<file path="config.mk">
export PLATFORM = sky130hd
export DESIGN_NAME = deadline_task_queue
export DESIGN_NICKNAME = d
export VERILOG_FILES = /design/src/rtl/dtq_pkg.sv /design/src/rtl/deadline_task_queue.sv /design/src/rtl/dtq_ram.sv
export SDC_FILE = /design/constraint.sdc
export NUM_CORES = 2
export LEC_CHECK = 0
export ABC_AREA = 1
export BUFFER_PORTS_ARGS = -buffer_cell sky130_fd_sc_hd__buf_2
export CAP_MARGIN = 20
export CORE_ASPECT_RATIO = 1.5
export CORE_MARGIN = 3
export CORE_UTILIZATION = 40
export DETAILED_ROUTE_END_ITERATION = 10
export GPL_TIMING_DRIVEN = 0
export PLACE_DENSITY = 0.52
export SLEW_MARGIN = 20
export SYNTH_ARGS = -nofsm -noshare
export SYNTH_HDL_FRONTEND = slang
export SYNTH_SLANG_ARGS = --single-unit
</file>
<file path="constraint.sdc">
create_clock -name clk -period 9.4 [get_ports clk]
set_clock_uncertainty 0.1 [all_clocks]
set_input_delay 2.35 -clock clk [delete_from_list [all_inputs] [get_ports clk]]
set_output_delay 2.35 -clock clk [all_outputs]
set_load 0.03 [all_outputs]
</file>
<file path="src/rtl/dtq_pkg.sv">
// ----------------------------------------------------------------------------
// dtq_pkg
// Types and codes shared by the deadline task queue and its checker.
// ----------------------------------------------------------------------------
package dtq_pkg;

  localparam logic [1:0] OP_ONCE     = 2'd0;
  localparam logic [1:0] OP_PERIODIC = 2'd1;
  localparam logic [1:0] OP_RUN      = 2'd2;

  localparam logic [31:0] IDLE_WAIT_RESET = 32'd1000;

  typedef struct packed {
    logic [1:0]  op;
    logic [3:0]  task_id;
    logic [31:0] amount_ms;
    logic        needs_device;
    logic [31:0] now_ms;
    logic        device_on;
  } req_t;

  typedef struct packed {
    logic        kind;
    logic [3:0]  due_task;
    logic        ran;
    logic [31:0] wait_ms;
    logic        last;
  } res_t;

  typedef struct packed {
    logic [31:0] deadline;
    logic [31:0] interval;
    logic [3:0]  task_id;
    logic        periodic;
    logic        needs_device;
  } entry_t;

endpackage

</file>
<file path="src/rtl/deadline_task_queue.sv">
// ----------------------------------------------------------------------------
// deadline_task_queue
// Sorted timer queue held in a position-ordered entry memory.
// ----------------------------------------------------------------------------
// One request at a time. A schedule scans the entries to find the task,
// moves the entries behind it forward to close its old slot, and moves
// entries with later deadlines up one slot to open the new one. The scan and
// the close together cover the queue once. A run copies each due entry to
// the due buffer, slides the remaining entries forward, then dispatches
// each due entry, with a sorted reinsertion for periodic ones, and ends
// with the wait report. The single read port of the entry memory sets the
// pace of all of these. No clearing pass is needed after reset.
module deadline_task_queue #(
  parameter int TASK_SLOTS = 16
) (
  input  logic           clk,
  input  logic           rst,
  input  logic           in_valid,
  output logic           in_ready,
  input  dtq_pkg::req_t  in_req,
  output logic           out_valid,
  input  logic           out_ready,
  output dtq_pkg::res_t  out_res,
  input  logic           cfg_valid,
  output logic           cfg_ready,
  input  logic [31:0]    cfg_data
);
  import dtq_pkg::*;

  localparam int IW = (TASK_SLOTS > 1) ? $clog2(TASK_SLOTS) : 1;
  localparam int CW = $clog2(TASK_SLOTS + 1);
  localparam logic [CW:0] SLOTS = (CW + 1)'(TASK_SLOTS);

  localparam logic [3:0] S_IDLE    = 4'd0;
  localparam logic [3:0] S_FIND_RD = 4'd1;
  localparam logic [3:0] S_FIND_CK = 4'd2;
  localparam logic [3:0] S_REM_RD  = 4'd3;
  localparam logic [3:0] S_REM_WR  = 4'd4;
  localparam logic [3:0] S_INS_GO  = 4'd5;
  localparam logic [3:0] S_INS_RD  = 4'd6;
  localparam logic [3:0] S_INS_CK  = 4'd7;
  localparam logic [3:0] S_DUE_RD  = 4'd8;
  localparam logic [3:0] S_DUE_CK  = 4'd9;
  localparam logic [3:0] S_SHF_RD  = 4'd10;
  localparam logic [3:0] S_SHF_WR  = 4'd11;
  localparam logic [3:0] S_DSP_RD  = 4'd12;
  localparam logic [3:0] S_DSP_CK  = 4'd13;
  localparam logic [3:0] S_WAIT_RD = 4'd14;
  localparam logic [3:0] S_WAIT_CK = 4'd15;

  logic [3:0]    state, state_next;
  logic [CW-1:0] count, count_next;
  logic [CW-1:0] idx, idx_next;
  logic [CW-1:0] due, due_next;
  logic [CW-1:0] bidx, bidx_next;
  logic [31:0]   idle_wait;
  req_t          req;
  entry_t        ins, ins_next;
  res_t          res_next;
  logic          emit;

  logic          m_we, b_we;
  logic [IW-1:0] m_waddr, m_raddr, b_raddr;
  entry_t        m_wdata, m_rdata, b_rdata;

  logic [CW:0]   idx_up, idx_due;
  logic          can_emit;

  dtq_ram #(.DEPTH(TASK_SLOTS), .AW(IW)) u_queue (
    .clk(clk), .we(m_we), .waddr(m_waddr), .wdata(m_wdata),
    .raddr(m_raddr), .rdata(m_rdata)
  );

  // Holds the entries popped by a run while the queue is rebuilt.
  dtq_ram #(.DEPTH(TASK_SLOTS), .AW(IW)) u_due (
    .clk(clk), .we(b_we), .waddr(idx[IW-1:0]), .wdata(m_rdata),
    .raddr(b_raddr), .rdata(b_rdata)
  );

  assign in_ready  = (state == S_IDLE);
  assign cfg_ready = 1'b1;
  assign idx_up    = {1'b0, idx} + 1'b1;
  assign idx_due   = {1'b0, idx} + {1'b0, due};
  assign can_emit  = !out_valid || out_ready;

  always_comb begin
    state_next = state;
    count_next = count;
    idx_next   = idx;
    due_next   = due;
    bidx_next  = bidx;
    ins_next   = ins;
    m_we       = 1'b0;
    m_waddr    = idx[IW-1:0];
    m_wdata    = m_rdata;
    m_raddr    = idx[IW-1:0];
    b_we       = 1'b0;
    b_raddr    = bidx[IW-1:0];
    emit       = 1'b0;
    res_next   = '0;
    unique case (state)
      S_IDLE: begin
        if (in_valid) begin
          idx_next = '0;
          ins_next.task_id      = in_req.task_id;
          ins_next.needs_device = in_req.needs_device;
          ins_next.periodic     = (in_req.op == OP_PERIODIC);
          ins_next.interval     = (in_req.op == OP_PERIODIC) ? in_req.amount_ms : 32'd0;
          ins_next.deadline     = (in_req.op == OP_PERIODIC) ? in_req.now_ms
                                  : in_req.now_ms + in_req.amount_ms;
          if (in_req.op == OP_ONCE || in_req.op == OP_PERIODIC) begin
            state_next = S_FIND_RD;
          end else if (in_req.op == OP_RUN) begin
            state_next = S_DUE_RD;
          end
        end
      end
      S_FIND_RD: begin
        state_next = (idx < count) ? S_FIND_CK : S_INS_GO;
      end
      S_FIND_CK: begin
        if (m_rdata.task_id == req.task_id) begin
          state_next = S_REM_RD;
        end else begin
          idx_next   = idx_up[CW-1:0];
          state_next = S_FIND_RD;
        end
      end
      S_REM_RD: begin
        m_raddr = idx_up[IW-1:0];
        if (idx_up < {1'b0, count}) begin
          state_next = S_REM_WR;
        end else begin
          count_next = count - 1'b1;
          state_next = S_INS_GO;
        end
      end
      S_REM_WR: begin
        m_we       = 1'b1;
        idx_next   = idx_up[CW-1:0];
        state_next = S_REM_RD;
      end
      S_INS_GO: begin
        if ({1'b0, count} >= SLOTS) begin
          state_next = (req.op == OP_RUN) ? S_DSP_RD : S_IDLE;
        end else begin
          idx_next   = count;
          state_next = S_INS_RD;
        end
      end
      S_INS_RD: begin
        // Walk from the tail, moving later deadlines up one slot.
        m_raddr = IW'(idx - 1'b1);
        if (idx == '0) begin
          m_we       = 1'b1;
          m_wdata    = ins;
          count_next = count + 1'b1;
          state_next = (req.op == OP_RUN) ? S_DSP_RD : S_IDLE;
        end else begin
          state_next = S_INS_CK;
        end
      end
      S_INS_CK: begin
        m_we = 1'b1;
        if (m_rdata.deadline > ins.deadline) begin
          idx_next   = idx - 1'b1;
          state_next = S_INS_RD;
        end else begin
          m_wdata    = ins;
          count_next = count + 1'b1;
          state_next = (req.op == OP_RUN) ? S_DSP_RD : S_IDLE;
        end
      end
      S_DUE_RD: begin
        if (idx < count) begin
          state_next = S_DUE_CK;
        end else begin
          due_next   = idx;
          idx_next   = '0;
          state_next = S_SHF_RD;
        end
      end
      S_DUE_CK: begin
        if (m_rdata.deadline <= req.now_ms) begin
          b_we       = 1'b1;
          idx_next   = idx_up[CW-1:0];
          state_next = S_DUE_RD;
        end else begin
          due_next   = idx;
          idx_next   = '0;
          state_next = S_SHF_RD;
        end
      end
      S_SHF_RD: begin
        m_raddr = idx_due[IW-1:0];
        if (idx_due < {1'b0, count}) begin
          state_next = S_SHF_WR;
        end else begin
          count_next = count - due;
          bidx_next  = '0;
          state_next = S_DSP_RD;
        end
      end
      S_SHF_WR: begin
        m_we       = 1'b1;
        idx_next   = idx_up[CW-1:0];
        state_next = S_SHF_RD;
      end
      S_DSP_RD: begin
        if (bidx < due) begin
          state_next = S_DSP_CK;
        end else begin
          idx_next   = '0;
          state_next = S_WAIT_RD;
        end
      end
      S_DSP_CK: begin
        if (can_emit) begin
          emit              = 1'b1;
          res_next.due_task = b_rdata.task_id;
          res_next.ran      = req.device_on || !b_rdata.needs_device;
          bidx_next         = bidx + 1'b1;
          if (b_rdata.periodic) begin
            ins_next          = b_rdata;
            ins_next.deadline = req.now_ms + b_rdata.interval;
            state_next        = S_INS_GO;
          end else begin
            state_next = S_DSP_RD;
          end
        end
      end
      S_WAIT_RD: begin
        state_next = S_WAIT_CK;
      end
      S_WAIT_CK: begin
        if (can_emit) begin
          emit          = 1'b1;
          res_next.kind = 1'b1;
          res_next.last = 1'b1;
          if (count == '0) begin
            res_next.wait_ms = idle_wait;
          end else if (m_rdata.deadline > req.now_ms) begin
            res_next.wait_ms = m_rdata.deadline - req.now_ms;
          end
          state_next = S_IDLE;
        end
      end
      default: state_next = S_IDLE;
    endcase
  end

  always_ff @(posedge clk) begin
    if (rst) begin
      state     <= S_IDLE;
      count     <= '0;
      out_valid <= 1'b0;
      idle_wait <= IDLE_WAIT_RESET;
    end else begin
      state <= state_next;
      count <= count_next;
      if (emit) begin
        out_valid <= 1'b1;
      end else if (out_ready) begin
        out_valid <= 1'b0;
      end
      if (cfg_valid) begin
        idle_wait <= cfg_data;
      end
    end
    idx  <= idx_next;
    due  <= due_next;
    bidx <= bidx_next;
    ins  <= ins_next;
    if (emit) begin
      out_res <= res_next;
    end
    if (in_valid && in_ready) begin
      req <= in_req;
    end
  end

endmodule

</file>
<file path="src/rtl/dtq_ram.sv">
// ----------------------------------------------------------------------------
// dtq_ram
// Entry memory: one write port, one registered read port, write forwarding.
// ----------------------------------------------------------------------------
module dtq_ram #(
  parameter int DEPTH = 16,
  parameter int AW    = 4
) (
  input  logic            clk,
  input  logic            we,
  input  logic [AW-1:0]   waddr,
  input  dtq_pkg::entry_t wdata,
  input  logic [AW-1:0]   raddr,
  output dtq_pkg::entry_t rdata
);
  import dtq_pkg::*;

  entry_t mem [DEPTH];

  always_ff @(posedge clk) begin
    if (we) begin
      mem[waddr] <= wdata;
    end
    if (we && waddr == raddr) begin
      rdata <= wdata;
    end else begin
      rdata <= mem[raddr];
    end
  end

endmodule

</file>
==> results_dict.tcl <==
set metrics [dict create \
    clk-insertion-delay-late_ns 0.86 \
    synthMuxAreaShare_pct 1.78 \
    reg2regPathDepth 18 \
    cp.required_ns 9.86 \
    synth.yosys.warnings 0 \
    hold_path.startpoint "idle_wait[8]" \
    cts.path.max_buffers 4 \
    gr-total-overflow 0 \
    yosysSeqAreaShare_pct 68.5 \
    final-max-slew-violation-count 0 \
    synthArstFlopShare_pct 0 \
    synth_edf_count 1890 \
    p_leak_nw 35.3 \
    grtUsageMet2_pct 51.0 \
    power_density_nw_per_um2 351 \
    drt_drc_violations_left 0 \
    critPathBufInv 6 \
    grt_total_usage_pct 29.3 \
    synth_compound_area_share_pct 13.4 \
    timing.final.crit_share_pct 81.5 \
    slowest_delay_ns 0.80 \
    maxClockFrequency_mhz 131 \
    clockRootBuffer "clkbuf_16" \
    worstHoldPathCells 2 \
    io_pins 151 \
    grt_setup_unrepaired "no" \
    floorplan.core_area_um2 212000 \
    totalPowerFinal_mw 35.0 \
    arrival_ns 8.12 \
    combinational_family_with_the_most_area_after_synthesis "compound AO/OA/AOI/OAI gates" \
    dieHeight_um 572 \
    postSynth.topFlopCell "edfxtp_1" \
    cpMaxStageDelayCell "clkbuf_1" \
    buffer_ports.inserted 148 \
    filler_cell_count 19200 \
    synth_xor_area_share_pct 0.513 \
    adder_and_majority_cell_fraction_of_the_synthesized_area_pct 2.40 \
    sequential_cell_area_um2 58500 \
    drt_pass1_iterations 6 \
    vias_per_cell 5.82 \
    clk_transition_reported_paths_ns 0.06 \
    cp.depth 18 \
    multiInputGateArea_um2 23700 \
    synth.distinct_cells 53 \
    crit_family "buffers and inverters" \
    grt_pass1_wl_um 456000 \
    cts_hold_repair.buffers 0 \
    antenna_found_initial 13 \
    setup_violations 0 \
    finalWeightedCongestion 0.935 \
    syn-num-nets 7412 \
    run_status "complete, no violations" \
    syn-cell-area_um2 85400 \
    syn-mean-instance-area_um2 12.0 \
    wl_final_um 329000 \
    max-cap-violations 0 \
    fin_setup_tns_ns 0 \
    post-route-min-period_ns 7.66 \
    area_delta_synth_final_pct 16.8 \
    tritoncts_clock_tree "built" \
    gr-usage-met1_pct 34.5 \
    setup.worst_path.start_class "register" \
    die_width_um 383 \
    critical_path.max_fanout 15 \
    simple_gate_area_share_of_the_yosys_netlist_pct 9.01 \
    timing.final.hold_violations 0 \
    hold_path.class "register to register" \
    drt_iter0_drc 6268 \
    timing.max_slew.rel_slack_pct 18.6 \
    critPathKind "register to register" \
    detailedPlacementHpwl_um 243000 \
    end_kind "register" \
    groute.layer.met3.usage_pct 3.98 \
    design.die.area_um2 219000 \
    cts_buffers 198 \
    initial_core_util_pct 40.3 \
    top_usage_layer "met2" \
    postCtsResizedCells 0 \
    vdd_ir_drop_max_mv 0.374 \
    rows 207 \
    post_route_cells_drive_above_1_share_pct 11.3 \
    avgRoutedWirePerCell_um 30.8 \
    htree_levels 4 \
    via_count_of_the_first_global_routing_pass 60500 \
    cts_setup_buffers 0 \
    synthCells 7142 \
    crit_path_cell_trace "clkbuf_1, clkinv_1, clkbuf_1, buf_1, o211ai_1, nand2_1, ha_1, nand2_1, nor2_1, nand2_1, nor4_2, nand4_1, nand3_1, nand2_2, nor2_4, clkbuf_1, o21ai_1, buf_4" \
    worst_slew_pin_slew_ns 1.22 \
    yosys_register_bits 1978 \
    cts_sinks 1978 \
    largest_net_degree_at_the_start_of_global_routing 27 \
    route.antenna.remaining_nets 0 \
    vias 62100 \
    nets 7965 \
]
==> worst register-to-register path: stages (launching register included) <==
cell and delay (ns):
dfxtp_1 0.31, clkbuf_1 0.61, clkinv_1 0.76, clkbuf_1 0.54, buf_1 0.57, o211ai_1 0.40
nand2_1 0.42, ha_1 0.47, nand2_1 0.05, nor2_1 0.16, nand2_1 0.11, nor4_2 0.24
nand4_1 0.47, nand3_1 0.42, nand2_2 0.14, nor2_4 0.22, clkbuf_1 0.80, o21ai_1 0.34
buf_4 0.28
==> layout by cell type (no fill, tap or decap), drive strengths merged, types with 2 or more instances in the layout <==
cell / netlist / routed
fa: 5 / 5
clkbuf: 258 / 506
nor3b: 2 / 2
inv: 493 / 503
o22ai: 94 / 94
xor2: 31 / 31
o211ai: 115 / 115
mux2i: 152 / 152
o31ai: 2 / 2
o221ai: 217 / 217
nor2: 894 / 894
buf: 145 / 498
a22o: 31 / 31
dfxtp: 88 / 88
nand3: 246 / 246
a21o: 15 / 15
nor3: 31 / 31
nand3b: 7 / 7
clkinvlp: 0 / 4
nand4: 20 / 20
and2: 2 / 2
bufinv: 0 / 11
clkinv: 3 / 82
o21a: 7 / 7
nand2: 678 / 678
ha: 156 / 156
edfxtp: 1890 / 1890
o21bai: 12 / 12
a211oi: 2 / 2
a22oi: 4 / 4
o21ai: 1102 / 1102
or2: 14 / 14
a31oi: 6 / 6
xnor2: 19 / 19
a21oi: 384 / 384
a21boi: 5 / 5
diode: 0 / 5
nor4: 7 / 7
==> cell families (layout without fill, tap and decap cells) <==
group	after synthesis	in the layout
adder cells (fa/ha/maj)	161	161
other	1	6
buffers and inverters	899	1604
AND/OR/NAND/NOR	1902	1902
AO/OA/AOI/OAI	1999	1999
XOR/XNOR	50	50
flip-flops	1978	1978
multiplexers	152	152
==> synth_stat cells, drive strengths merged (88+ instances only) <==
library cell,instances,area (um2)
dfxtp,88,1760
o22ai,94,588
nor2,894,3390
inv,493,1850
o21ai,1102,5520
nand2,678,2560
ha,156,1950
o211ai,115,863
o221ai,217,1900
a21oi,384,1930
clkbuf,258,968
nand3,246,1240
edfxtp,1890,56800
mux2i,152,1520
buf,145,848
==> worst paths after layout <==
| kind | end | slack [ns] |
|---|---|---|
| max | u_queue.mem[10][38] | 1.74 |
| min | idle_wait[8] | 0.36 |
| max reg2reg | u_queue.mem[10][38] | 1.74 |
| min reg2reg | idle_wait[8] | 0.36 |
==> per-stage QoR <==
stage	hold WS [ns]	instance area [um2]	cells	util (%)	setup slack (ns)
after floorplan	0.329	85400	7142	-	2.42
after global placement	0.340	89700	10100	42.3	-5.73
after detailed placement	0.345	93600	10300	44.1	1.66
after CTS	0.361	99700	10700	47.0	1.65
after global routing	0.388	99700	10700	47.0	1.77
final	0.362	99700	10700	47.0	1.74
==> cell type report <==
cell class	instances	share of cell area (%)
inverter	496	1.87
antenna	5	0.0125
timing repair buffer	353	4.23
clock inverter	104	0.804
tap	2821	3.54
multi-input combinational	4265	23.8
sequential	1978	58.7
buffer	403	1.83
clock buffer	248	5.25
==> power by group <==
group / switching, mW / internal (mW) / leakage (nW)
Clock: 3.44 / 4.24 / 2.97
Combinational: 11.1 / 3.44 / 14.5
Sequential: 0.193 / 12.5 / 17.8
Total: 14.8 / 20.2 / 35.3
==> metal layers <==
layer	wire length, um	share of wire [%]
met5	58	0.018
met4	23000	7.0
met3	22100	6.7
met1	120000	37
met2	164000	50
==> sequential cells by signal (all words and copies together) (netlist names), named ones only <==
| register | flops |
|---|---|
| bidx | 5 |
| count | 5 |
| due | 5 |
| idle_wait | 32 |
| idx | 5 |
| ins | 70 |
| out_res | 38 |
| out_valid | 1 |
| req | 39 |
| state | 4 |
| u_due.mem | 608 |
| u_due.rdata | 38 |
| u_queue.mem | 1120 |
Note: power is estimated with default switching activity, not from simulation.
